--- src/point_rotate_about_pivot_top_macros.svh ---
// assertion macros used by the rotate-about-pivot rtl
// expects clk and rst_n in the scope of each use
`ifndef POINT_ROTATE_ABOUT_PIVOT_TOP_MACROS_SVH
`define POINT_ROTATE_ABOUT_PIVOT_TOP_MACROS_SVH

// same-cycle implication, held off during reset
`define PRAP_ASSERT_NOW(label, ante, cons, msg) \
    label: assert property (@(posedge clk) disable iff (!rst_n) (ante) |-> (cons)) \
        else $error(msg);

// next-cycle implication, held off during reset
`define PRAP_ASSERT_NEXT(label, ante, cons, msg) \
    label: assert property (@(posedge clk) disable iff (!rst_n) (ante) |=> (cons)) \
        else $error(msg);

`endif

--- src/prap_pkg.sv ---
// shared types, widths and constants for the rotate-about-pivot pipeline
// no dependencies
package prap_pkg;

    localparam int COORD_W             = 32;
    localparam int ANGLE_IN_W          = 16;
    localparam int GUARD               = 8;
    localparam int XW                  = 44;
    localparam int AW                  = 34;
    localparam int MAX_STAGES          = 32;
    localparam int ROTATION_STAGES_DEF = 16;
    localparam int HW                  = XW - 16 + 33;
    localparam int PW                  = HW + 1;
    localparam int RW                  = PW - 16 - GUARD;
    localparam logic [31:0] KGAIN      = 32'd2608131496;

    typedef struct packed {
        logic signed [XW-1:0]      x;
        logic signed [XW-1:0]      y;
        logic signed [AW-1:0]      ang;
        logic signed [COORD_W-1:0] px;
        logic signed [COORD_W-1:0] pz;
    } stage_t;

    typedef struct packed {
        logic signed [COORD_W-1:0] rx;
        logic signed [COORD_W-1:0] rz;
        logic                      clip;
    } res_t;

    // atan(2^-i) in units of 2^-32 turn, rounded to nearest
    function automatic logic [31:0] atan_turn(input int idx);
        logic [31:0] v;
        case (idx)
            0:       v = 32'h20000000;
            1:       v = 32'h12E4051E;
            2:       v = 32'h09FB385B;
            3:       v = 32'h051111D4;
            4:       v = 32'h028B0D43;
            5:       v = 32'h0145D7E1;
            6:       v = 32'h00A2F61E;
            7:       v = 32'h00517C55;
            8:       v = 32'h0028BE53;
            9:       v = 32'h00145F2F;
            10:      v = 32'h000A2F98;
            11:      v = 32'h000517CC;
            12:      v = 32'h00028BE6;
            13:      v = 32'h000145F3;
            14:      v = 32'h0000A2FA;
            15:      v = 32'h0000517D;
            16:      v = 32'h000028BE;
            17:      v = 32'h0000145F;
            18:      v = 32'h00000A30;
            19:      v = 32'h00000518;
            20:      v = 32'h0000028C;
            21:      v = 32'h00000146;
            22:      v = 32'h000000A3;
            23:      v = 32'h00000051;
            24:      v = 32'h00000029;
            25:      v = 32'h00000014;
            26:      v = 32'h0000000A;
            27:      v = 32'h00000005;
            28:      v = 32'h00000003;
            29:      v = 32'h00000001;
            30:      v = 32'h00000001;
            default: v = 32'h00000000;
        endcase
        return v;
    endfunction

endpackage

--- src/prap_gain.sv ---
// gain compensation, guard-bit rounding, pivot add and saturation
// depends on prap_pkg; three register stages
module prap_gain (
    input  logic             clk,
    input  logic             rst_n,
    input  logic             en,
    input  logic             in_valid,
    input  prap_pkg::stage_t in_data,
    output logic             out_valid,
    output prap_pkg::res_t   out_data
);
    import prap_pkg::*;

    // stage 1: split products
    logic                      v1_reg;
    logic signed [HW-1:0]      hkx_reg;
    logic signed [HW-1:0]      hkz_reg;
    logic [31:0]               lkx_reg;
    logic [31:0]               lkz_reg;
    logic signed [COORD_W-1:0] px1_reg;
    logic signed [COORD_W-1:0] pz1_reg;
    logic signed [HW-1:0]      hkx_next;
    logic signed [HW-1:0]      hkz_next;
    logic [47:0]               lpx;
    logic [47:0]               lpz;
    logic signed [XW-17:0]     hix;
    logic signed [XW-17:0]     hiz;
    logic signed [32:0]        kgain_s;

    // stage 2: sum and round
    logic                      v2_reg;
    logic signed [RW-1:0]      rx_reg;
    logic signed [RW-1:0]      rz_reg;
    logic signed [COORD_W-1:0] px2_reg;
    logic signed [COORD_W-1:0] pz2_reg;
    logic signed [PW-1:0]      psx;
    logic signed [PW-1:0]      psz;
    logic signed [PW-1:0]      rndx;
    logic signed [PW-1:0]      rndz;

    // stage 3: pivot add and clamp
    logic                      v3_reg;
    res_t                      res_reg;
    res_t                      res_next;
    logic signed [RW:0]        sx;
    logic signed [RW:0]        sz;
    logic                      ovx;
    logic                      ovz;

    always_comb
    begin
        kgain_s  = $signed({1'b0, KGAIN});
        hix      = in_data.x[XW-1:16];
        hiz      = in_data.y[XW-1:16];
        hkx_next = HW'(hix) * HW'(kgain_s);
        hkz_next = HW'(hiz) * HW'(kgain_s);
        lpx      = 48'(in_data.x[15:0]) * 48'(KGAIN);
        lpz      = 48'(in_data.y[15:0]) * 48'(KGAIN);
    end

    always_comb
    begin
        psx  = {hkx_reg[HW-1], hkx_reg} + {{(PW-32){1'b0}}, lkx_reg};
        psz  = {hkz_reg[HW-1], hkz_reg} + {{(PW-32){1'b0}}, lkz_reg};
        rndx = psx + (PW'(1) << (15 + GUARD));
        rndz = psz + (PW'(1) << (15 + GUARD));
    end

    always_comb
    begin
        sx  = {rx_reg[RW-1], rx_reg} + {{(RW+1-COORD_W){px2_reg[COORD_W-1]}}, px2_reg};
        sz  = {rz_reg[RW-1], rz_reg} + {{(RW+1-COORD_W){pz2_reg[COORD_W-1]}}, pz2_reg};
        // fits when all bits above the q16.16 sign agree
        ovx = !((&sx[RW:COORD_W-1]) || !(|sx[RW:COORD_W-1]));
        ovz = !((&sz[RW:COORD_W-1]) || !(|sz[RW:COORD_W-1]));
        if (ovx)
        begin
            res_next.rx = sx[RW] ? {1'b1, {(COORD_W-1){1'b0}}} : {1'b0, {(COORD_W-1){1'b1}}};
        end
        else
        begin
            res_next.rx = sx[COORD_W-1:0];
        end
        if (ovz)
        begin
            res_next.rz = sz[RW] ? {1'b1, {(COORD_W-1){1'b0}}} : {1'b0, {(COORD_W-1){1'b1}}};
        end
        else
        begin
            res_next.rz = sz[COORD_W-1:0];
        end
        res_next.clip = ovx | ovz;
    end

    always_ff @(posedge clk or negedge rst_n)
    begin
        if (!rst_n)
        begin
            v1_reg <= 1'b0;
            v2_reg <= 1'b0;
            v3_reg <= 1'b0;
        end
        else if (en)
        begin
            v1_reg <= in_valid;
            v2_reg <= v1_reg;
            v3_reg <= v2_reg;
        end
    end

    always_ff @(posedge clk)
    begin
        if (en)
        begin
            hkx_reg <= hkx_next;
            hkz_reg <= hkz_next;
            lkx_reg <= lpx[47:16];
            lkz_reg <= lpz[47:16];
            px1_reg <= in_data.px;
            pz1_reg <= in_data.pz;
            rx_reg  <= rndx[PW-1:16+GUARD];
            rz_reg  <= rndz[PW-1:16+GUARD];
            px2_reg <= px1_reg;
            pz2_reg <= pz1_reg;
            res_reg <= res_next;
        end
    end

    assign out_valid = v3_reg;
    assign out_data  = res_reg;

endmodule

--- config.mk ---
export PLATFORM = sky130hd
export DESIGN_NAME = prap_gain
export DESIGN_NICKNAME = d
export VERILOG_FILES = /design/src/point_rotate_about_pivot_top_macros.svh /design/src/prap_pkg.sv /design/src/prap_gain.sv
export SDC_FILE = /design/constraint.sdc
export NUM_CORES = 2
export LEC_CHECK = 0
export ABC_AREA = 1
export BUFFER_PORTS_ARGS = -buffer_cell sky130_fd_sc_hd__buf_2
export CORE_ASPECT_RATIO = 0.8
export CORE_MARGIN = 5
export CORE_UTILIZATION = 38
export DETAILED_ROUTE_END_ITERATION = 12
export PLACE_DENSITY = 0.57
export SLEW_MARGIN = 40
export SYNTH_ARGS = -nofsm -noshare
export SYNTH_HDL_FRONTEND = slang
export SYNTH_SLANG_ARGS = --single-unit
--- constraint.sdc ---
create_clock -name clk -period 5.6 [get_ports clk]
set_clock_uncertainty 0.15 [all_clocks]
set_input_delay 0.28 -clock clk [delete_from_list [all_inputs] [get_ports clk]]
set_output_delay 0.28 -clock clk [all_outputs]
set_load 0.05 [all_outputs]
# --- Yosys cells after proc, flatten, opt, wreduce, memory -nomap -nowiden ---
# Cells that the tools add are included.
totals:
  register_bits: 452
  inputBits: 190
classes:
  muxes: 4
  multipliers: 4
  n_reduce_logical: 10
  n_bitwise: 1
  add_sub_neg: 6
ops:
  columns: ["op", "count"]
  rows:
  - ["2-to-1 mux 32 bit", 4]
  - ["adder 61 x 33 -> 62 bit", 2]
  - ["adder 62 x 25 -> 62 bit, second input constant", 2]
  - ["multiplier 28 x 30 -> 58 bit, second input constant", 2]
  - ["multiplier 16 x 29 -> 45 bit, second input constant", 2]
  - ["adder 38 x 32 -> 39 bit", 2]
  - ["AND reduction 8 bit", 2]
  - ["OR reduction 8 bit", 2]
  - ["logical NOT 1 bit", 4]
  - ["logical OR 1 bit", 2]
  - ["bitwise OR 1 bit", 1]

# --- Logic depth before layout (Yosys ltp) ---
logic_depth:
  ltp_word: 6
  depth_mapped: 31
  ltp_nobuf: 31

# --- Least setup slack after synthesis ---
# No wires, ideal clock.
synth_path:
  kind: "input-to-reg"
  start: "input port in_data[165] (netlist name)"
  end: "register hkx_reg[60], data pin"
  cell_stages: 23
  setup_time_ns: 0.252
  t_required_ns: 5.198
  path_buffers: 0
  arrival_time_ns: 5.663
  setup_slack_ns: -0.465
  path_cell_list: "fa_1 -> fa_1 -> inv_1 -> fa_1 -> fa_1 -> fa_1 -> fa_1 -> fa_1 -> inv_1 -> fa_1 -> ha_1 -> nand2_1 -> nor2_1 -> inv_1 -> nor2_1 -> and3_1 -> nand3_1 -> nand3_1 -> nand2_1 -> nand2_1 -> nand2_1 -> nand3b_1 -> nand2_1"
synth_via:
  elab_chain_cells: 1
synth_rtl:
  columns: ["item", "line", "text"]
  rows:
  - ["start: declaration", "prap_gain.sv:8", "input prap_pkg::stage_t in_data,"]
  - ["multiplier 28 x 30 -> 58 bit", "prap_gain.sv:55", "hkx_next = HW'(hix) * HW'(kgain_s);"]
  - ["via hkx_next[60]", "prap_gain.sv:22", "logic signed [HW-1:0] hkx_next;"]
  - ["end signal: assignment", "prap_gain.sv:115", "hkx_reg <= hkx_next;"]
  - ["end: declaration", "prap_gain.sv:16", "logic signed [HW-1:0] hkx_reg;"]
# The timed path passes the listed nets, and every way through them passes these cells.
# A chain may end at the register's enable or synchronous reset.

# --- Worst setup path after layout ---
layout_path:
  start: "input port in_data[174] (netlist name)"
  end: "register hkx_reg[59], data pin"
# Same word-level chain as after synthesis.

==> impl_metrics.toml <==
[worst_hold_path]
hold_path_depth = 3
hp-class = "primary input to flop"

[grt]
gr-total-overflow = 0
grt_pass1_vias = 61629
grt_pass1_wl_mm = 357
grt_max_degree = 143
antenna_found_initial = 11
grtUsageTotal_pct = 22.8

[die]
dieArea_um2 = 203000
initial_utilization_pct = 38.2
rows = 144
core_area_um2 = 193000
ios = 256
die_h_um = 404
die_width_um = 502

[sta]
fmax_mhz = 170
maxSlewHeadroom_pct = 38.9
worstMarginPinSlew_ps = 909
worst_slack_ps = -266
setup_viol = 51
fin_crit_sh_pct = 105
slew_violations = 0
rsz0062_at_grt = "true"
min_period_ps = 5870
hold_violations = 0

[job]
maxCapViolCount = 0

[finish]
stdcell_count = 12320
area_growth_pct = 28.3
multi_input_area_um2 = 56200
final_nets = 12124
layout_common_cells = "inv_1 (2105), nand2_1 (1169), buf_4 (1103)"
drive_above_1_share_pct = 23.9
seqCellArea_um2 = 13400
layout_commonest_cell = "inv_1"
largest_reg_flops = 65
fillCellCount = 18185

[setup_path]
arrival_ps = 6100
path_depth = 25
path_buf_inv = 7
critPathRequiredTime_ps = 5840
cpPeakStageDelay_ps = 630
end_kind = "flop"
cp_max_fo = 4
rr_worst_depth = 12
startpoint_type = "primary input"
path_class = "primary input to flop"
slowest_stage = "fa_2"
path_delay_family = "adder cells"
path_common_cell = "fa_2"

[synth]
synth.distinct_cells = 47
yosys_warnings = 0
syn_area_um2 = 73600
ys_seq_area_share_pct = 18.2
synth_cells = 8209
syn_area_per_cell_um2 = 8.97
syn_nets = 10615
ys_ff_latch = 446

[status]
violations = "setup timing"
status = "finished with violations"

[drt]
first_iter_violations = 4343
vias_per_cell = 4.82
routed_wl_mm = 232
drc = 0
route.vias.total = 59333
ant_nets = 0
drt_pass1_iterations = 6
post_drt_wl_per_cell_um = 18.9

[placement]
portBuffers = 221
place.gp.congestion = 1.01
dp.final_hpwl_mm = 206
dp_cells = 12071

[clock_network]
clk_latency_ps = 660
cts_buffer_depth = 3
clkSinkCount = 446
clkTransAtPathRegs_ps = 60
cts_tree = "done"
numCtsBuffers = 54
clock-root-buffer = "clkbuf_16"
htree_levels = 2
## kinds of logic (layout without fill, tap and decap cells)
logic type               after synthesis  in the layout  share of synthesized area (%)
flip-flops                           446            446                           18.2
adder cells (fa/ha/maj)             2216           2216                           48.6
other                                  0              3                              0
buffers and inverters               2256           3809                           11.6
AND/OR/NAND/NOR                     2220           2220                           12.3
multiplexers                           1              1                         0.0153
AO/OA/AOI/OAI                        800            800                           6.15
XOR/XNOR                             270            270                           3.21
## routing by layer
metal,share of wire (%),GRT usage (%),vias to the layer above
met3,7.2,4.04,165
met5,0.0056,0,-
met1,49,35.5,29025
met4,1.3,2.95,2
li1,-,-,28542
met2,42,33.7,1599
## per-stage QoR
stage	setup WS [ps]	cell area (um^2)	TNS (ps)	util, %	hold WS (ps)
6_report	-266	94400	-5350	49.0	33.2
4_1_cts	-169	91600	-3140	47.6	6.89
3_5_place_dp	-1140	86900	-83070	45.1	-71.4
3_3_place_gp	-1110	86900	-79810	45.1	-75.1
2_1_floorplan	-309	74400	-6880	-	-166
5_1_grt	-402	94400	-11450	49.0	22.4
## what timing repair did
item	4_1_cts	5_1_grt
setup endpoints to repair	65	90
pin swaps	252	378
buffers inserted	30	60
hold buffers	69	1
gates resized for setup	457	604
endpoints found under the hold margin	70	35
## path summary, 6_finish.rpt
check                                         to             startpoint  slack (ps)
max                        hkx_reg[59]$_DFFE_PP_           in_data[174]        -270
min                         hkx_reg[5]$_DFFE_PP_           in_data[160]          30
max reg2reg                 rz_reg[35]$_DFFE_PP_  lkz_reg[26]$_DFFE_PP_        1930
min reg2reg                px2_reg[11]$_DFFE_PP_  px1_reg[11]$_DFFE_PP_         250
max in group asynchronous  out_valid$_DFFE_PN0P_                  rst_n        4760
min in group asynchronous     v2_reg$_DFFE_PN0P_                  rst_n         390
## worst min-delay path, cell delays in order
cell and delay [ps]:
buf_4 150, buf_4 150, ha_1 120
## cell type report
class | count | area share (%)
well taps | 2555 | 3.39
inverters | 2244 | 8.95
clock buffers | 59 | 1.47
diodes | 3 | 0.00795
clock inverters | 41 | 0.551
repair buffers | 1465 | 11.9
multi-input cells | 5507 | 59.5
flip-flops and latches | 446 | 14.2
## synth_stat cells, drive strengths merged
cell type | count | share of area [%]
nand4 | 26 | 0.22
a21oi | 355 | 2.4
a221oi | 5 | 0.059
xor2 | 175 | 2.1
o31a | 1 | 0.012
a21o | 51 | 0.52
ha | 1144 | 19
o221a | 2 | 0.031
o31ai | 4 | 0.041
dfrtp | 3 | 0.10
mux2 | 1 | 0.015
o21ai | 203 | 1.4
o221ai | 2 | 0.024
o21bai | 35 | 0.36
nand3 | 186 | 1.3
nor4 | 31 | 0.26
nand3b | 5 | 0.051
edfxtp | 443 | 18
a41oi | 1 | 0.012
a31oi | 87 | 0.74
buf | 12 | 0.17
inv | 2242 | 11
or2 | 12 | 0.10
o21a | 15 | 0.15
a31o | 1 | 0.012
o22ai | 1 | 0.0085
a2111oi | 1 | 0.012
nand2 | 1276 | 6.6
o2111ai | 3 | 0.036
a311oi | 1 | 0.012
nor2 | 593 | 3.1
fa | 1072 | 29
nor3 | 72 | 0.49
a211oi | 5 | 0.051
and3 | 13 | 0.11
a21boi | 16 | 0.16
o211ai | 11 | 0.11
and2 | 6 | 0.051
clkinv | 2 | 0.010
xnor2 | 95 | 1.1
Power is left out: the tool's default activity adds up to more than one toggle a clock period on the data nets, which glitch-free logic cannot reach.
