===== src/point_rotate_about_pivot_top_macros.svh =====
// assertion macros used by the rotate-about-pivot rtl
// expects clk and rst_n in the scope of each use
`ifndef POINT_ROTATE_ABOUT_PIVOT_TOP_MACROS_SVH
`define POINT_ROTATE_ABOUT_PIVOT_TOP_MACROS_SVH

// same-cycle implication, held off during reset
`define PRAP_ASSERT_NOW(label, ante, cons, msg) \
    label: assert property (@(posedge clk) disable iff (!rst_n) (ante) |-> (cons)) \
        else $error(msg);

// next-cycle implication, held off during reset
`define PRAP_ASSERT_NEXT(label, ante, cons, msg) \
    label: assert property (@(posedge clk) disable iff (!rst_n) (ante) |=> (cons)) \
        else $error(msg);

`endif


===== src/prap_pkg.sv =====
// shared types, widths and constants for the rotate-about-pivot pipeline
// no dependencies
package prap_pkg;

    localparam int COORD_W             = 32;
    localparam int ANGLE_IN_W          = 16;
    localparam int GUARD               = 8;
    localparam int XW                  = 44;
    localparam int AW                  = 34;
    localparam int MAX_STAGES          = 32;
    localparam int ROTATION_STAGES_DEF = 16;
    localparam int HW                  = XW - 16 + 33;
    localparam int PW                  = HW + 1;
    localparam int RW                  = PW - 16 - GUARD;
    localparam logic [31:0] KGAIN      = 32'd2608131496;

    typedef struct packed {
        logic signed [XW-1:0]      x;
        logic signed [XW-1:0]      y;
        logic signed [AW-1:0]      ang;
        logic signed [COORD_W-1:0] px;
        logic signed [COORD_W-1:0] pz;
    } stage_t;

    typedef struct packed {
        logic signed [COORD_W-1:0] rx;
        logic signed [COORD_W-1:0] rz;
        logic                      clip;
    } res_t;

    // atan(2^-i) in units of 2^-32 turn, rounded to nearest
    function automatic logic [31:0] atan_turn(input int idx);
        logic [31:0] v;
        case (idx)
            0:       v = 32'h20000000;
            1:       v = 32'h12E4051E;
            2:       v = 32'h09FB385B;
            3:       v = 32'h051111D4;
            4:       v = 32'h028B0D43;
            5:       v = 32'h0145D7E1;
            6:       v = 32'h00A2F61E;
            7:       v = 32'h00517C55;
            8:       v = 32'h0028BE53;
            9:       v = 32'h00145F2F;
            10:      v = 32'h000A2F98;
            11:      v = 32'h000517CC;
            12:      v = 32'h00028BE6;
            13:      v = 32'h000145F3;
            14:      v = 32'h0000A2FA;
            15:      v = 32'h0000517D;
            16:      v = 32'h000028BE;
            17:      v = 32'h0000145F;
            18:      v = 32'h00000A30;
            19:      v = 32'h00000518;
            20:      v = 32'h0000028C;
            21:      v = 32'h00000146;
            22:      v = 32'h000000A3;
            23:      v = 32'h00000051;
            24:      v = 32'h00000029;
            25:      v = 32'h00000014;
            26:      v = 32'h0000000A;
            27:      v = 32'h00000005;
            28:      v = 32'h00000003;
            29:      v = 32'h00000001;
            30:      v = 32'h00000001;
            default: v = 32'h00000000;
        endcase
        return v;
    endfunction

endpackage


===== src/prap_out.sv =====
// result register with one-entry skid buffer; drives the pipeline enable
// depends on prap_pkg and the assertion macro header
module prap_out (
    input  logic                                clk,
    input  logic                                rst_n,
    input  logic                                in_valid,
    input  prap_pkg::res_t                      in_data,
    output logic                                pipe_en,
    output logic                                res_valid,
    input  logic                                res_stall,
    output logic signed [prap_pkg::COORD_W-1:0] rotated_x,
    output logic signed [prap_pkg::COORD_W-1:0] rotated_z,
    output logic                                clipped
);
    import prap_pkg::*;

`include "point_rotate_about_pivot_top_macros.svh"

    logic out_valid_reg;
    logic out_valid_next;
    res_t out_data_reg;
    res_t out_data_next;
    logic skid_valid_reg;
    logic skid_valid_next;
    res_t skid_data_reg;
    res_t skid_data_next;

    always_comb
    begin
        out_valid_next  = out_valid_reg;
        out_data_next   = out_data_reg;
        skid_valid_next = skid_valid_reg;
        skid_data_next  = skid_data_reg;
        if (!skid_valid_reg)
        begin
            if (out_valid_reg && res_stall)
            begin
                skid_valid_next = in_valid;
                skid_data_next  = in_data;
            end
            else
            begin
                out_valid_next = in_valid;
                out_data_next  = in_data;
            end
        end
        else if (!res_stall)
        begin
            out_valid_next  = 1'b1;
            out_data_next   = skid_data_reg;
            skid_valid_next = 1'b0;
        end
    end

    always_ff @(posedge clk or negedge rst_n)
    begin
        if (!rst_n)
        begin
            out_valid_reg  <= 1'b0;
            skid_valid_reg <= 1'b0;
        end
        else
        begin
            out_valid_reg  <= out_valid_next;
            skid_valid_reg <= skid_valid_next;
        end
    end

    always_ff @(posedge clk)
    begin
        out_data_reg  <= out_data_next;
        skid_data_reg <= skid_data_next;
    end

    assign pipe_en   = !skid_valid_reg;
    assign res_valid = out_valid_reg;
    assign rotated_x = out_data_reg.rx;
    assign rotated_z = out_data_reg.rz;
    assign clipped   = out_data_reg.clip;

    `PRAP_ASSERT_NOW(a_skid_behind_out, skid_valid_reg, out_valid_reg,
        "skid holds a result while the output register is empty")
    `PRAP_ASSERT_NEXT(a_skid_holds, skid_valid_reg && res_stall, skid_valid_reg,
        "skid entry lost while the result side stalls")
    `PRAP_ASSERT_NEXT(a_skid_stays_empty, !skid_valid_reg && !(out_valid_reg && res_stall),
        !skid_valid_reg, "skid filled while the result side was free")
    `PRAP_ASSERT_NOW(a_clip_at_limit, out_valid_reg && out_data_reg.clip,
        (out_data_reg.rx == {1'b0, {(COORD_W-1){1'b1}}}) ||
        (out_data_reg.rx == {1'b1, {(COORD_W-1){1'b0}}}) ||
        (out_data_reg.rz == {1'b0, {(COORD_W-1){1'b1}}}) ||
        (out_data_reg.rz == {1'b1, {(COORD_W-1){1'b0}}}),
        "clipped result with neither coordinate at a q16.16 limit")

endmodule


===== config.mk =====
export PLATFORM = sky130hd
export DESIGN_NAME = prap_out
export DESIGN_NICKNAME = d
export VERILOG_FILES = /design/src/prap_pkg.sv /design/src/prap_out.sv
export VERILOG_INCLUDE_DIRS = /design/src /design/src/src
export SDC_FILE = /design/constraint.sdc
export NUM_CORES = 1
export LEC_CHECK = 0
export BUFFER_PORTS_ARGS = -buffer_cell sky130_fd_sc_hd__clkbuf_2
export CORE_MARGIN = 5
export CORE_UTILIZATION = 35
export DETAILED_ROUTE_END_ITERATION = 12
export PLACE_DENSITY = 0.58
export SETUP_SLACK_MARGIN = 0.2
export SKIP_LAST_GASP = 1
export SYNTH_ARGS = -nofsm -noshare
export SYNTH_HDL_FRONTEND = slang
export SYNTH_SLANG_ARGS = --single-unit

===== constraint.sdc =====
create_clock -name clk -period 8.1 [get_ports clk]
set_input_delay 1.62 -clock clk [delete_from_list [all_inputs] [get_ports clk]]
set_output_delay 1.62 -clock clk [all_outputs]
set_load 0.01 [all_outputs]

[Yosys cells after proc, flatten, opt, wreduce, memory -nomap -nowiden]
Cells that the tools add are included.
Widths: inputs -> output; s select.
Cells by class
  mux-type cells: 9
  eq/ne operators: 2
  reduce and logical (&&, ||, !) cells: 4
  bitwise operators: 1
Operators by type and width (number)
  $mux 65: 3
  $mux 1: 6
  $ne 2x2->1 const B: 2
  $reduce_and 2->1: 2
  $logic_and 1x1->1: 1
  $logic_not 1->1: 1
  $not 1->1: 1
Storage, ports and cells
  input bits: 69
  output and inout bits: 67
  flip-flop bits (word level): 132
  word-level logic and storage cells: 24

[Longest topological paths before layout]
Gate-level depths: netlist of run 1.
  depth in word-level cells: 3
  mapped depth: 4
  mapped depth without buffers: 2

[Worst setup path after synthesis of run 1]
Ideal clock, no wire load.
  path kind: flip-flop to flip-flop
  from: reg skid_valid_reg
  to: reg out_data_reg, in the netlist clipped, enable pin
  data required time: 7.522 ns
  stages on the path, launching flop included: 4
  slack: 2.272 ns
  buffers on the path: 2
  arrival time: 5.250 ns
  clock period less this slack: 5.828 ns
  setup time: 0.578 ns
  cell sequence: dfrtp_1 buf_6 buf_8 o21ai_0
On the way
  longest elaborated chain between the ends: 2
  elaborated cells on any way between the ends: 3
  those cells by class: eq/ne: 2; reduce/logical: 1
Ends and longest elaborated chain
  from (decl): RTL line prap_out.sv:23  | logic skid_valid_reg;
  from (signal assigned): RTL line prap_out.sv:65  | skid_valid_reg <= skid_valid_next;
  $ne 2x2->1 (no source line)
  $reduce_and 2->1 (no source line) *
  to (signal assigned): RTL line prap_out.sv:71  | out_data_reg <= out_data_next;
  to (decl): RTL line prap_out.sv:21  | res_t out_data_reg;
Every way passes the cells marked *; elsewhere a longest branch is shown, timed or not.
A chain may end at the register's enable or synchronous reset.

[Worst setup path after layout of run 1]
  from: reg skid_valid_reg
  to: out pipe_en
On the way
  longest elaborated chain between the ends: 1
Ends and longest elaborated chain
  $logic_not 1->1: RTL line prap_out.sv:75  | assign pipe_en = !skid_valid_reg;
  to (decl): RTL line prap_out.sv:8  | output logic pipe_en,
Every way passes these cells.

==> impl_metrics.ini, run 1 <==
[sta]
maxSlewHeadroom_pct = 44.1
fmax_mhz = 317
final_hold_viol_count = 0
tns_ns = 0
holdWs_ns = 0.544
finClkSkew_ns = 0.00941
finalCritPeriodShare_pct = 39.0
finalMaxSlewViolations = 0
rsz0062_at_grt = no
setup_violations = 0
setup_ws_ns = 4.94
final.min_clock_period_ns = 3.16
worst_pin_slew_ns = 0.838

[critical_path]
end_kind = primary output
worstSetupStartpointType = flop
crit_required_ns = 6.48
cp.arrival_ns = 1.54
crit_fanout = 30
crit_type = reg2out

[route]
drc = 0
drt-pass1-iter-count = 4
initialDrtViolationCount = 56
vias = 2409
post_drt_wl_per_cell_microns = 15.6
vias_per_cell = 4.31
routed_wl_microns = 8700
antenna_left = 0

[run_status]
status = complete, no violations

[die]
fp.dieW_microns = 131
fp.dieH_microns = 131
rows = 44
io_pins = 136
initial_core_util_pct = 35.5
dieArea_sq_um = 17200
core_sq_um = 14400

[layout]
num_antenna_cells = 0
fin_util_pct = 45.1
final-instance-count-excl-fill = 559
syn_to_final_growth_pct = 26.9
fin_area_sq_um = 6500
drive_gt1_share_pct = 62.1
final_nets = 431
largest_reg_flops = 65

[yosys]
synthCells = 213
synth_area_per_cell_sq_um = 24.0
synth_fp_nets = 282
ys_seq_area_share_pct = 77.2
yosysWarnings = 0
ys_types = 14
synth_seq_cells = 132
netlist_area_sq_um = 5120

[clocking]
cts_hold_buf = 0
clk_pin_slew_ns = 0.06
cts_buffers = 17
htreeDepth = 4
clock-sinks = 132
post_cts_buffers = 0
cts_tree = built
root_buffer = clkbuf_16
cts_buffer_depth = 2
post_cts_resized = 0
clk_latency_ns = 0.41

[placed_design]
dp.cells = 527
portBuffers = 135
place_area_sq_um = 5930
gp_congestion = 0.695
hpwlAfterDp_microns = 5710
pre_cts_slack_ns = 5.01

[grt]
grt_util_all_layers_pct = 10.4
antenna_found_initial = 0
overflow = 0
grt_max_degree = 66
grt_pass1_vias = 2479
grt_pass1_wl_microns = 13000

[pwr]
ir_drop_uv = 136
power_mw = 1.78
pwr_density_cell_nw_per_um2 = 274
leakagePower_nw = 2.65

[worst_hold_path]
min_path_type = reg2reg

[run]
maxCapViolations = 0
==> synth_stat cells <==
cell type  count  area [sq um]
a21oi_1        1          5.00
nand2_1        1          3.75
nand2b_1       1          6.26
mux2_4        65           976
buf_6          1          11.3
inv_1          1          3.75
edfxtp_1     130          3900
nor2_1         1          3.75
buf_8          1          15.0
o21ai_0        1          5.00
o211ai_2       1          12.5
buf_12         6           120
nor2b_1        1          6.26
dfrtp_1        2          50.1
==> placed cells by master, fill, tap and decap left out <==
cell type	instances
clkinv_4	1
nand2b_1	1
clkbuf_1	1
edfxtp_1	130
bufinv_16	3
clkbuf_2	135
clkbuf_16	17
clkinv_2	5
mux2_4	65
o21ai_4	1
nor2_4	1
a21oi_1	1
inv_1	1
dfrtp_1	1
nor2b_1	1
clkinv_1	5
nand2_1	1
dfrtp_4	1
buf_4	3
o211ai_2	1
==> cells by family (layout without fill, tap and decap cells) <==
kind of cell,count (synthesis),count (layout),share of synthesized area [%]
flip-flops,132,132,77.2
multiplexers,65,65,19.1
buffers and inverters,9,171,2.93
AND/OR/NAND/NOR,4,4,0.391
AO/OA/AOI/OAI,3,3,0.439
==> power by group <==
group          internal (mW)  leakage, nW  switching [mW]  total [mW]
logic                 0.0929         1.08          0.0899       0.183
registers              0.834         1.28          0.0250       0.859
clock network          0.475        0.285           0.261       0.736
total                   1.40         2.65           0.376        1.78
==> final cells by class <==
| type | instances | area, sq um |
|---|---|---|
| inverters | 1 | 3.75 |
| fillers | 1269 | 7930 |
| repair buffers | 138 | 698 |
| multi-input cells | 72 | 1040 |
| clock buffers | 18 | 429 |
| flip-flops and latches | 132 | 3960 |
| well taps | 184 | 230 |
| clock inverters | 14 | 143 |
==> critical path: stages, from the launching register on <==
cell and delay (ns):
dfrtp_4 0.80, inv_1 0.16, clkbuf_2 0.16
==> final timing paths <==
check                      depth (start not counted)         startpoint              to  slack (ns)
setup / recovery                                   2     skid_valid_reg         pipe_en        4.94
hold / removal                                     1  skid_data_reg[31]   rotated_z[30]        0.54
setup reg to reg                                   2     skid_valid_reg   rotated_x[20]        5.92
hold reg to reg                                    1  skid_data_reg[31]   rotated_z[30]        0.54
max in group asynchronous                          1              rst_n  skid_valid_reg        6.99
min in group asynchronous                          1              rst_n       res_valid        0.99
==> routing by layer <==
metal	GRT usage, %	wire length [microns]	vias up
li1	-	-	1145
met1	12.8	3850	1162
met2	15.3	3900	90
met3	5.61	801	12
met4	4.72	136	0
met5	0	0	-
Note: power is estimated with default switching activity, not from simulation.
==> inputs of run 2 (changes only) <==
==> constraint.sdc (replaced) <==
create_clock -name clk -period 3.13 [get_ports clk]
set_input_delay 0.626 -clock clk [delete_from_list [all_inputs] [get_ports clk]]
set_output_delay 0.626 -clock clk [all_outputs]
set_load 0.01 [all_outputs]
==> impl_metrics.ini, run 2 (synthesis results as in run 1) <==
[run_status]
status = complete, no violations

[grt]
grt_util_all_layers_pct = 11.1
grt_pass1_vias = 2581
grt_pass1_wl_microns = 13900
overflow = 0
grt_max_degree = 39
antenna_found_initial = 0

[clocking]
cts_buffers = 17
htreeDepth = 4
cts_buffer_depth = 2
clock-sinks = 132
root_buffer = clkbuf_16
clk_pin_slew_ns = 0.06
cts_tree = built
clk_latency_ns = 0.40
post_cts_resized = 0

[route]
vias = 2434
antenna_left = 0
routed_wl_microns = 9220
drc = 0
initialDrtViolationCount = 114
drt-pass1-iter-count = 4
post_drt_wl_per_cell_microns = 16.5
vias_per_cell = 4.35

[sta]
tns_ns = 0
worst_pin_slew_ns = 1.13
maxSlewHeadroom_pct = 24.2
setup_violations = 0
final_hold_viol_count = 0
rsz0062_at_grt = no
finalCritPeriodShare_pct = 72.8
finalMaxSlewViolations = 0
fmax_mhz = 439
finClkSkew_ns = 0.00661
final.min_clock_period_ns = 2.28

[critical_path]
crit_required_ns = 2.50
cp.arrival_ns = 1.65
r2r_slack_ns = 0.86
end_kind = primary output
crit_fanout = 32
crit_type = reg2out
worstSetupStartpointType = flop

[layout]
fillerInstances = 1291
final-instance-count-excl-fill = 560
seqCellArea_sq_um = 3960
drive_gt1_share_pct = 62.8
final_common_cell = clkbuf_2
largest_reg_flops = 65
syn_to_final_growth_pct = 27.1
multi_input_area_sq_um = 1040
final_cell_mix = clkbuf_2, edfxtp_1, mux2_4
num_antenna_cells = 0
final_nets = 434

[die]
fp.dieH_microns = 131
io_pins = 136
rows = 44
dieArea_sq_um = 17200
initial_core_util_pct = 35.5
core_sq_um = 14400
fp.dieW_microns = 131

[placed_design]
gp_congestion = 0.674
hpwlAfterDp_microns = 6220
dp.cells = 529
portBuffers = 135

[worst_hold_path]
min_path_type = in2reg

[pwr]
power_mw = 4.54
pwr_density_cell_nw_per_um2 = 697
leakagePower_nw = 2.65
ir_drop_uv = 286

[run]
maxCapViolations = 0
-- run 2: layer usage --
| metal | up-vias | global-route usage, % | wire [microns] |
|---|---|---|---|
| met5 | - | 0 | 0 |
| met4 | 0 | 5.26 | 178 |
| met3 | 13 | 4.59 | 738 |
| met2 | 86 | 15.9 | 4240 |
| met1 | 1180 | 14.6 | 4070 |
| li1 | 1155 | - | - |
-- run 2: power breakdown --
group | switching [mW] | total, mW | internal, mW
logic | 0.258 | 0.505 | 0.248
clock network | 0.685 | 1.83 | 1.14
registers | 0.0485 | 2.21 | 2.16
-- run 2: layout make-up --
class / count / area share, %
flip-flops and latches: 132 / 60.8
repair buffers: 141 / 11.3
clock inverters: 13 / 1.83
inverters: 1 / 0.0577
clock buffers: 17 / 6.54
multi-input cells: 72 / 15.9
well taps: 184 / 3.54
-- run 2: repair_timing --
item,in CTS,in global routing
hold endpoints to repair,2,0
hold buffers,1,0
setup buffers,0,0
-- run 2: through the flow --
stage                     instance area [sq um]  hold WS (ns)  setup slack (ns)  utilization [%]
after floorplan                            5130         0.330             0.305                -
after global placement                     5950         0.412             0.872             41.3
after detailed placement                   5950         0.419             0.836             41.3
after CTS                                  6510         0.385             0.799             45.1
after global routing                       6510         0.392             0.709             45.1
final                                      6510         0.411             0.851             45.1
-- run 2: path summary, 6_finish.rpt --
path / startpoint / endpoint / depth (start not counted)
max in group asynchronous: rst_n / skid_valid_reg / 2
hold / removal: in_data[29] / skid_data_reg[29] / 1
setup / recovery: skid_valid_reg / pipe_en / 3
min in group asynchronous: rst_n / skid_valid_reg / 2
hold reg to reg: skid_data_reg[13] / rotated_z[12] / 1
setup reg to reg: skid_valid_reg / rotated_x[19] / 3
-- run 2: worst max-delay path, stage by stage (launching register included) --
cell,delay [ns]
dfrtp_4,0.42
buf_4,0.51
inv_1,0.15
clkbuf_2,0.16
