File: src/point_rotate_about_pivot_top_macros.svh
// assertion macros used by the rotate-about-pivot rtl
// expects clk and rst_n in the scope of each use
`ifndef POINT_ROTATE_ABOUT_PIVOT_TOP_MACROS_SVH
`define POINT_ROTATE_ABOUT_PIVOT_TOP_MACROS_SVH

// same-cycle implication, held off during reset
`define PRAP_ASSERT_NOW(label, ante, cons, msg) \
    label: assert property (@(posedge clk) disable iff (!rst_n) (ante) |-> (cons)) \
        else $error(msg);

// next-cycle implication, held off during reset
`define PRAP_ASSERT_NEXT(label, ante, cons, msg) \
    label: assert property (@(posedge clk) disable iff (!rst_n) (ante) |=> (cons)) \
        else $error(msg);

`endif

File: src/prap_pkg.sv
// shared types, widths and constants for the rotate-about-pivot pipeline
// no dependencies
package prap_pkg;

    localparam int COORD_W             = 32;
    localparam int ANGLE_IN_W          = 16;
    localparam int GUARD               = 8;
    localparam int XW                  = 44;
    localparam int AW                  = 34;
    localparam int MAX_STAGES          = 32;
    localparam int ROTATION_STAGES_DEF = 16;
    localparam int HW                  = XW - 16 + 33;
    localparam int PW                  = HW + 1;
    localparam int RW                  = PW - 16 - GUARD;
    localparam logic [31:0] KGAIN      = 32'd2608131496;

    typedef struct packed {
        logic signed [XW-1:0]      x;
        logic signed [XW-1:0]      y;
        logic signed [AW-1:0]      ang;
        logic signed [COORD_W-1:0] px;
        logic signed [COORD_W-1:0] pz;
    } stage_t;

    typedef struct packed {
        logic signed [COORD_W-1:0] rx;
        logic signed [COORD_W-1:0] rz;
        logic                      clip;
    } res_t;

    // atan(2^-i) in units of 2^-32 turn, rounded to nearest
    function automatic logic [31:0] atan_turn(input int idx);
        logic [31:0] v;
        case (idx)
            0:       v = 32'h20000000;
            1:       v = 32'h12E4051E;
            2:       v = 32'h09FB385B;
            3:       v = 32'h051111D4;
            4:       v = 32'h028B0D43;
            5:       v = 32'h0145D7E1;
            6:       v = 32'h00A2F61E;
            7:       v = 32'h00517C55;
            8:       v = 32'h0028BE53;
            9:       v = 32'h00145F2F;
            10:      v = 32'h000A2F98;
            11:      v = 32'h000517CC;
            12:      v = 32'h00028BE6;
            13:      v = 32'h000145F3;
            14:      v = 32'h0000A2FA;
            15:      v = 32'h0000517D;
            16:      v = 32'h000028BE;
            17:      v = 32'h0000145F;
            18:      v = 32'h00000A30;
            19:      v = 32'h00000518;
            20:      v = 32'h0000028C;
            21:      v = 32'h00000146;
            22:      v = 32'h000000A3;
            23:      v = 32'h00000051;
            24:      v = 32'h00000029;
            25:      v = 32'h00000014;
            26:      v = 32'h0000000A;
            27:      v = 32'h00000005;
            28:      v = 32'h00000003;
            29:      v = 32'h00000001;
            30:      v = 32'h00000001;
            default: v = 32'h00000000;
        endcase
        return v;
    endfunction

endpackage

File: src/prap_prep.sv
// front stage: offset from pivot, quadrant fold, guard bits
// depends on prap_pkg
module prap_prep (
    input  logic                               clk,
    input  logic                               rst_n,
    input  logic                               en,
    input  logic                               in_valid,
    input  logic signed [prap_pkg::COORD_W-1:0] pivot_x,
    input  logic signed [prap_pkg::COORD_W-1:0] pivot_z,
    input  logic [prap_pkg::ANGLE_IN_W-1:0]     turn_angle,
    input  logic signed [prap_pkg::COORD_W-1:0] point_x,
    input  logic signed [prap_pkg::COORD_W-1:0] point_z,
    output logic                               out_valid,
    output prap_pkg::stage_t                   out_data
);
    import prap_pkg::*;

    logic                      valid_reg;
    stage_t                    data_reg;
    stage_t                    data_next;
    logic                      fold;
    logic signed [COORD_W:0]   dx;
    logic signed [COORD_W:0]   dz;
    logic [ANGLE_IN_W-1:0]     a_fold;

    always_comb
    begin
        fold = turn_angle[15] ^ turn_angle[14];
        // folding negates the offset, so swap the subtraction operands
        if (fold)
        begin
            dx = {pivot_x[COORD_W-1], pivot_x} - {point_x[COORD_W-1], point_x};
            dz = {pivot_z[COORD_W-1], pivot_z} - {point_z[COORD_W-1], point_z};
        end
        else
        begin
            dx = {point_x[COORD_W-1], point_x} - {pivot_x[COORD_W-1], pivot_x};
            dz = {point_z[COORD_W-1], point_z} - {pivot_z[COORD_W-1], pivot_z};
        end
        a_fold       = {turn_angle[15] ^ fold, turn_angle[14:0]};
        data_next.x  = {{(XW-COORD_W-1-GUARD){dx[COORD_W]}}, dx, {GUARD{1'b0}}};
        data_next.y  = {{(XW-COORD_W-1-GUARD){dz[COORD_W]}}, dz, {GUARD{1'b0}}};
        data_next.ang = {{(AW-32){a_fold[15]}}, a_fold, 16'h0000};
        data_next.px = pivot_x;
        data_next.pz = pivot_z;
    end

    always_ff @(posedge clk or negedge rst_n)
    begin
        if (!rst_n)
        begin
            valid_reg <= 1'b0;
        end
        else if (en)
        begin
            valid_reg <= in_valid;
        end
    end

    always_ff @(posedge clk)
    begin
        if (en)
        begin
            data_reg <= data_next;
        end
    end

    assign out_valid = valid_reg;
    assign out_data  = data_reg;

endmodule

File: config.mk
export PLATFORM = sky130hd
export DESIGN_NAME = prap_prep
export DESIGN_NICKNAME = d
export VERILOG_FILES = /design/src/point_rotate_about_pivot_top_macros.svh /design/src/prap_pkg.sv /design/src/prap_prep.sv
export SDC_FILE = /design/constraint.sdc
export NUM_CORES = 1
export LEC_CHECK = 0
export ABC_AREA = 0
export BUFFER_PORTS_ARGS = -buffer_cell sky130_fd_sc_hd__buf_2
export CORE_UTILIZATION = 50
export CTS_BUF_LIST = sky130_fd_sc_hd__clkbuf_4 sky130_fd_sc_hd__clkbuf_8
export DETAILED_ROUTE_END_ITERATION = 7
export PLACE_DENSITY = 0.81
export RECOVER_POWER = 50
export SYNTH_ARGS = -nofsm -noshare
export SYNTH_HDL_FRONTEND = slang
export SYNTH_SLANG_ARGS = --single-unit
File: constraint.sdc
create_clock -name clk -period 1.37 [get_ports clk]
set_input_delay 0 -clock clk [delete_from_list [all_inputs] [get_ports clk]]
set_output_delay 0 -clock clk [all_outputs]
set_load 0.02 [all_outputs]
==> results by group, run 1 <==
Status
  • Status: stopped before the end
  • Failed at: 5_1_grt
  • First reported error: [ERROR GRT-0232] Routing congestion too high. Check the congestion heatmap in the GUI.

Placed design
  • Cell Area, Placed: between 15,000 and 20,000 µm²
  • DP Wirelength: approximately 36,000 µm
  • Number of port buffers: between 300 and 400
  • Placer Congestion: 1.05

Floorplan
  • IO Count: around 340
  • Site Rows: 56
  • Starting Density: 0.509
  • Die Span Y: 157 µm
  • Chip width: between 150 and 200 µm

Clock network
  • CTS Buf Count: 17
  • Clk sinks: between 100 and 150
  • H-tree depth: 4
  • Root Driver: clkbuf_8
  • Clock Path Buffers: 2

STA
  • Worst ep type: sequential cell input
  • Last worst endpoint in the global-route repair_timing: out_data[177]$_DFFE_PP_/D

Logic synthesis
  • Post-Synth XOR/XNOR Area: 0.0402
  • Synth Area in Adders: 0.141
  • Seq/Total Area, Yosys: 0.369
  • Post-Syn Area: between 10,000 and 15,000 µm²
  • Largest family of logic cells by synthesized area: compound AO/OA/AOI/OAI gates
  • Mux cell area share after synthesis: 0.0122
  • Post-synth EDFFs: 146
  • Synth Area in Compound Gates: 0.231
  • Post-Syn Area per Cell: just under 9 µm²
  • #FFs+latches synth: between 100 and 150
  • Main flop type after synthesis: edfxtp_1
  • Unique cell type count in the Yosys netlist: 72
  • Post-Synth Simple-Gate Area: 0.114
  • Share of flip-flops with an asynchronous set or reset: 0.00680
  • Gate Count Post-Synth: between 1,000 and 1,500
  • Ys Warns: 0

Global route
  • Total grt overflow: 67
  • Largest net degree at the start of global routing: 32
  • GR Util All Layers: 0.726
==> cells by family after synthesis <==
family,Yosys count
compound gates,443
xor+xnor,54
fa+ha+maj,132
buf+inv,246
flops,147
mux,14
other cells,1
simple gates,299
==> cells in the mapped netlist (3+ instances only) <==
library cell | n | area, µm²
o2111ai_1 | 5 | 43.8
nor3_1 | 22 | 110
o22ai_1 | 5 | 31.3
ha_1 | 128 | 1600
mux2i_1 | 10 | 100
nand2_1 | 114 | 428
nor2_1 | 75 | 282
nand4_1 | 24 | 150
or3_1 | 6 | 37.5
o21bai_1 | 8 | 60.1
fa_1 | 4 | 80.1
a21o_1 | 15 | 113
nor4_1 | 7 | 43.8
o31a_1 | 3 | 26.3
inv_1 | 149 | 559
xnor2_1 | 29 | 254
clkbuf_1 | 37 | 139
buf_4 | 43 | 323
o311ai_0 | 3 | 26.3
nor2b_1 | 12 | 75.1
a221oi_1 | 3 | 26.3
nand3_1 | 19 | 95.1
a211o_1 | 5 | 43.8
buf_2 | 14 | 70.1
a21boi_0 | 4 | 30.0
o21ai_0 | 99 | 495
or2_2 | 5 | 31.3
a2111oi_0 | 4 | 35.0
a31oi_1 | 19 | 119
and3_1 | 4 | 25.0
edfxtp_1 | 146 | 4380
o21ai_1 | 4 | 20.0
a21oi_1 | 152 | 761
o31ai_1 | 7 | 52.6
and2_1 | 3 | 18.8
o211ai_1 | 26 | 195
o21a_1 | 25 | 188
xor2_1 | 24 | 210
a211oi_1 | 24 | 180
mux2_2 | 4 | 45.0
a22oi_1 | 4 | 30.0
o221ai_1 | 4 | 35.0
==> metal layers <==
metal	global-route usage	overflow
met1	0.730	0
met2	0.931	34
met3	0.528	0
met4	0.733	33
met5	0.141	0
==> stage by stage <==
stage | worst slack, ns | cells
after CTS | -0.290 | 2491
after detailed placement | -1.05 | 2326
after floorplan | -0.604 | 1367
after global placement | -0.983 | 2326
==> timing repair <==
action	4_1_cts
pin swaps	129
resized for setup	344
hold buffers	85
cloned	1
endpoints found under the hold margin	104
setup endpoints to repair	51
setup buffers	54
==> inputs of run 2 (changes only) <==
Settings changed: CORE_UTILIZATION 50 to 35, CTS_BUF_LIST sky130_fd_sc_hd__clkbuf_4 sky130_fd_sc_hd__clkbuf_8 to unset, PLACE_DENSITY 0.81 to unset, PLACE_DENSITY_LB_ADDON set to 0.15.
==> run 2 against run 1 <==
  * The flow now finishes, with violations (setup timing)
  * Synthesized cell count unchanged
  * Synthesized area stayed put
==> results by group, run 2 <==
Power and ir drop
  • VDD IR max: about 0.0009 V
  • Lkg Pwr: 9.56 nW
  • Power Density: approximately 930 nW/µm²
  • Total power: 0.0205 W

Layout
  • Most frequent cells in the layout: buf_4 (386), buf_2 (244), edfxtp_1 (146)
  • Area delta synth->final: 85.5%
  • Share of cells above drive strength 1: 0.546
  • Ant. Diodes: 0
  • Most common cell after layout, fill and taps aside: buf_4
  • Multi-input combinational cell area: 9350 µm²
  • Max reg flops: between 100 and 150
  • Final net count: about 2,400
  • Final Non-Filler Cells: between 2,000 and 3,000
  • Fill cells: ~2,700
  • Flip-flop and latch area: about 4400 µm²

Drt
  • Iteration-0 DRC Markers: 752
  • Total number of vias: 13,286
  • Wire per inst: about 18 µm
  • Antenna violation net count after detailed routing: 0
  • Vias per cell: 5.06
  • # DRC: 0
  • TritonRoute pass-1 iters: 5
  • Routed wire length: about 46,000 µm

Clock network
  • Clock Path Buffers: 2 (unchanged)
  • CTS tree: yes
  • Root Driver: clkbuf_16
  • CTS Buf Count: 17 (unchanged)
  • Clk pin slew, worst setup/hold paths: 0.06 ns
  • H-tree depth: 4 (unchanged)
  • Clk Latency, worst-skew pair: between 0.4 and 0.5 ns
  • Clk sinks: 147 (unchanged)

Floorplan
  • Site Rows: 67 (+20%)
  • Total core area: ~34,000 µm²
  • Chip width: 187 µm (+19%)
  • Die Span Y: 187 µm (+19%)
  • Die area: ~35,000 µm²
  • Starting Density: 0.356 (-0.153)
  • IO Count: 335 (unchanged)

Placed design
  • DP Wirelength: 34,600 µm (-3.0%)
  • Placer Congestion: 0.921 (-12%)
  • DP Cell Count: 2,440 (+4.9%)
  • Number of port buffers: 302 (unchanged)

STA
  • Max Fclk: approximately 580 MHz
  • Final worst-path cycle share: 1.25
  • Slew margin rel.: 0.659
  • Final min period: 1.71 ns
  • Final number of max-transition violations: 0
  • Setup-failing EPs final: 99
  • Skew final: 0 ns
  • Final setup margin: -0.345 ns
  • Actual transition at the worst max-transition pin: 0.512 ns
  • RSZ-0062 raised after global routing: yes
  • Hold Vio Cnt, Final: 0

Setup path
  • Crit path DAT: roughly 1.9 ns
  • Data required, critical path: approximately 1.6 ns
  • Crit start category: input pin
  • Crit Path Class: input pin to register
  • Worst-path fanout max: 5
  • Crit end category: register

Logic synthesis
  • #FFs+latches synth: 147 (unchanged)
  • Synth Area in Adders: 0.141 (unchanged)
  • Post-Synth XOR/XNOR Area: 0.0402 (unchanged)
  • Unique cell type count in the Yosys netlist: 72 (unchanged)
  • Share of flip-flops with an asynchronous set or reset: 0.00680 (unchanged)
  • Synth Area in Compound Gates: 0.231 (unchanged)
  • Mux cell area share after synthesis: 0.0122 (unchanged)
  • Ys Warns: 0 (unchanged)
  • Post-Syn Area per Cell: 8.94 µm² (unchanged)
  • Largest family of logic cells by synthesized area: compound AO/OA/AOI/OAI gates
  • Gate Count Post-Synth: 1,336 (unchanged)
  • Post-synth top cells: a21oi_1 (152), inv_1 (149), edfxtp_1 (146)
  • Synth area leaders: edfxtp_1 (37%), ha_1 (13%), a21oi_1 (6.4%)
  • Cell with the most instances after synthesis: a21oi_1
  • Main flop type after synthesis: edfxtp_1
  • Top-area cell type share of the netlist area: 0.367 (unchanged)
  • Seq/Total Area, Yosys: 0.369 (unchanged)
  • Post-Syn Area: 11,900 µm² (unchanged)
  • Yosys top cell by area: edfxtp_1
  • Post-Synth Simple-Gate Area: 0.114 (unchanged)
  • Post-synth EDFFs: 146 (unchanged)

Global route
  • Initial antenna violation count: 0
  • GR Util All Layers: 0.259
  • First-pass GRT wire length: ~71,000 µm
  • Largest net degree at the start of global routing: 33
  • Vias in the first global route: approximately 13,000
  • Total grt overflow: 0

Flow run
  • Maxcap violations: 0

Worst hold path
  • Hold Crit Class: input pin to register

Status
  • Status: finished, violations left
  • Failing checks: setup timing
==> run 2: timing repair <==
item | in CTS | in global routing
pin swaps | 149 | 121
gates cloned | 1 | 1
buffers inserted | 56 | 24
setup endpoints to repair | 52 | 55
endpoints found under the hold margin | 94 | 0
hold buffers | 86 | 0
resized for setup | 369 | 147
==> run 2: logic make-up after synthesis <==
logic type               count (synthesis)
XOR/XNOR                                54
buffers and inverters                  246
adder cells (fa/ha/maj)                132
AO/OA/AOI/OAI                          443
flip-flops                             147
other                                    1
AND/OR/NAND/NOR                        299
multiplexers                            14
==> run 2: worst paths after layout <==
path,slack [ns],depth (start not counted),start,endpoint
worst min register to register,1.04,2,out_valid,out_valid
worst min-delay path,0.04,3,point_x[10],out_data[160]
max in group asynchronous,0.87,3,rst_n,out_valid
worst max register to register,0.09,2,out_valid,out_valid
worst max-delay path,-0.34,10,pivot_x[2],out_data[179]
min in group asynchronous,0.40,3,rst_n,out_valid
==> run 2: metal layers <==
metal,track usage,routed length [µm],vias to the layer above
li1,-,-,6411
met1,0.356,21500,6401
met2,0.419,21700,421
met3,0.0355,2250,53
met4,0.0807,992,0
met5,0,0,-
==> run 2: stage by stage <==
stage	setup WS, ns	hold slack [ns]	TNS [ns]	cell area (µm²)	util
2_1_floorplan	-0.604	-0.296	-14.41	13500	-
3_3_place_gp	-1.01	-0.225	-42.31	18000	0.537
3_5_place_dp	-1.01	-0.223	-43.06	18000	0.537
4_1_cts	-0.342	0.0266	-8.02	21600	0.643
5_1_grt	-0.410	0.0367	-18.11	22200	0.661
6_report	-0.345	0.0434	-11.22	22200	0.661
==> run 2: worst max-delay path: stages <==
cell and delay, ns:
clkbuf_1 0.15, inv_1 0.10, ha_4 0.32, o2111a_2 0.25
buf_6 0.11, o21ai_2 0.06, o2bb2ai_4 0.15, nor4_4 0.35
a21boi_2 0.11, o311a_1 0.30
==> run 2: layout make-up <==
type	count	share of cell area
multi-input cells	974	0.422
repair buffers	875	0.296
clock inverters	14	0.00729
well taps	448	0.0253
inverters	149	0.0310
flip-flops and latches	147	0.199
clock buffers	18	0.0194
==> run 2: power breakdown <==
group          total (W)  internal [W]  switching, W  leakage (nW)
clock            0.00496       0.00285       0.00211         0.281
sequential       0.00590       0.00570      0.000196          1.44
combinational    0.00966       0.00453       0.00513          7.84
Power figures use the tool's default switching activity.
==> inputs of run 3 (changes only) <==
Settings changed: CORE_ASPECT_RATIO set to 0.5.
==> run 3 against run 2 <==
  * The flow still finishes with violations (setup timing)
  * Combinational power shrank 3.0%
  * Non-clock buffer count down 27
  * Count of clock-buffer cells in the layout down 1
  * Sequential share of layout area is 0.47 points higher
  * Critical path depth up 1
  * Critical path type unchanged
  * Highest routed layer unchanged
==> results by group, run 3 (synthesis gave the netlist of run 2 again) <==
Status
  • Status: finished, violations left
  • Failing checks: setup timing

STA
  • Hold Vio Cnt, Final: 0 (unchanged)
  • Final min period: 1.76 ns (+0.0456 ns)
  • Final setup margin: -0.390 ns (-0.0456 ns)
  • Final number of max-transition violations: 0 (unchanged)
  • Actual transition at the worst max-transition pin: 0.884 ns (+0.372 ns)
  • WHS: 0.0594 ns (+0.0160 ns)
  • RSZ-0062 raised after global routing: yes
  • Setup-failing EPs final: 160 (+62%)
  • Skew final: 0 ns (unchanged)
  • Final worst-path cycle share: 1.28 (+0.0333)
  • Slew margin rel.: 0.411 (-0.248)
  • Max Fclk: 568 MHz (-2.6%)

Layout
  • Most frequent cells in the layout: buf_4 (368), buf_2 (255), edfxtp_1 (146)
  • Most common cell after layout, fill and taps aside: buf_4
  • Area delta synth->final: 81.2%
  • Final net count: 2,417 (-1.1%)
  • Fill cells: 2,745 (+2.2%)
  • Share of cells above drive strength 1: 0.536 (-0.00943)
  • Final Core Density: 0.649 (-0.0117)
  • Design area: 21,600 µm² (-2.3%)
  • Max reg flops: 146 (unchanged)

Setup path
  • Worst-path fanout max: 2 (-3)
  • Crit path DAT: 1.95 ns (+0.04 ns)
  • R2R cell count: 1 (-1)
  • Crit end category: register
  • Crit start category: input pin
  • Data required, critical path: 1.56 ns (about the same)
  • Crit Path Class: input pin to register

Floorplan
  • Die area: 34,900 µm² (+0.13%)
  • Die Span Y: 133 µm (-29%)
  • Starting Density: 0.358 (+0.00202)
  • Total core area: 33,300 µm² (-0.56%)
  • IO Count: 335 (unchanged)
  • Chip width: 263 µm (+41%)
  • Site Rows: 47 (-30%)

Placed design
  • Cell Area, Placed: 17,900 µm² (-0.72%)
  • Number of port buffers: 302 (unchanged)
  • DP Wirelength: 35,200 µm (+1.7%)
  • Placer Congestion: 0.929 (+0.94%)

Global route
  • Total grt overflow: 0 (unchanged)
  • First-pass GRT wire length: 71,700 µm (+0.65%)
  • GR Util All Layers: 0.260 (+0.00164)
  • Vias in the first global route: 13,435 (+0.46%)
  • Initial antenna violation count: 3 (+3)
  • Largest net degree at the start of global routing: 54 (+64%)

Drt
  • Routed wire length: 46,300 µm (-0.26%)
  • # DRC: 0 (unchanged)
  • Iteration-0 DRC Markers: 635 (-16%)
  • Wire per inst: 17.9 µm (+0.93%)
  • Vias per cell: 5.06 (-0.12%)
  • Total number of vias: 13,114 (-1.3%)
  • TritonRoute pass-1 iters: 5 (unchanged)
  • Antenna violation net count after detailed routing: 0 (unchanged)

Clock network
  • Clk Latency, worst-skew pair: 0.46 ns (about the same)
  • Clk sinks: 147 (unchanged)
  • Clk pin slew, worst setup/hold paths: 0.08 ns (+0.02 ns)
  • CTS Buf Count: 17 (unchanged)
  • Clock Path Buffers: 2 (unchanged)
  • H-tree depth: 4 (unchanged)
  • CTS tree: yes
  • Root Driver: clkbuf_16

Worst hold path
  • WHS Path Cells: 3 (unchanged)
  • Hold Crit Class: input pin to register

Power and ir drop
  • Lkg Pwr: 9.39 nW (-1.8%)
  • VDD IR max: 0.000841 V (-6.0%)
  • Power Density: 944 nW/µm² (+1.9%)

Flow run
  • Maxcap violations: 0 (unchanged)
-- run 3: power by group --
group	internal, W	switching, W	leakage (nW)	total (W)
clock network	0.00278	0.00238	0.300	0.00515
logic	0.00435	0.00501	7.65	0.00937
registers	0.00570	0.000205	1.44	0.00590
total	0.0128	0.00759	9.39	0.0204
-- run 3: final timing paths --
kind / from / endpoint / slack (ns)
max in group asynchronous: rst_n / out_valid / 0.88
min reg2reg: out_valid / out_valid / 0.54
max reg2reg: out_valid / out_valid / 0.61
max: point_z[1] / out_data[135] / -0.39
min: point_z[17] / out_data[123] / 0.06
min in group asynchronous: rst_n / out_valid / 0.39
-- run 3: timing repair --
item                                    CTS  global route
hold buffers                             85             0
resized for setup                       300           146
endpoints found under the hold margin    93             0
endpoints found under the setup margin   52            53
pin swaps                               132           124
buffers inserted                         32            29
-- run 3: routing by layer --
layer,up-vias,track usage,share of wire
li1,6355,-,-
met2,331,0.458,0.50
met5,-,0,0
met4,0,0.0851,0.024
met3,59,0.0406,0.040
met1,6369,0.327,0.44
-- run 3: cell type report --
class,instances,area (µm²),share of cell area
flip-flops and latches,147,4410,0.204
inverters,149,691,0.0319
multi-input cells,974,9100,0.420
repair buffers,848,6270,0.290
clock buffers,17,425,0.0197
diodes,3,7.51,0.000347
well taps,441,552,0.0255
clock inverters,15,184,0.00850
-- run 3: per-stage QoR --
step	power, W	setup TNS [ns]	std cells	setup slack (ns)
2_1_floorplan	0.0103	-14.41	1367	-0.604
3_5_place_dp	0.0137	-43.05	2422	-1.06
4_1_cts	0.0200	-7.98	2567	-0.459
5_1_grt	0.0213	-35.24	2594	-0.438
3_3_place_gp	0.0136	-42.25	2422	-1.08
6_report	0.0204	-20.24	2594	-0.390
-- run 3: worst max-delay path, stage by stage --
cell and delay (ns):
buf_6 0.10, buf_6 0.11, ha_4 0.25, nor2b_4 0.11
o21a_1 0.18, o32a_1 0.26, nand3_4 0.12, a2111oi_4 0.41
buf_4 0.18, or3_1 0.10, o2111ai_2 0.11
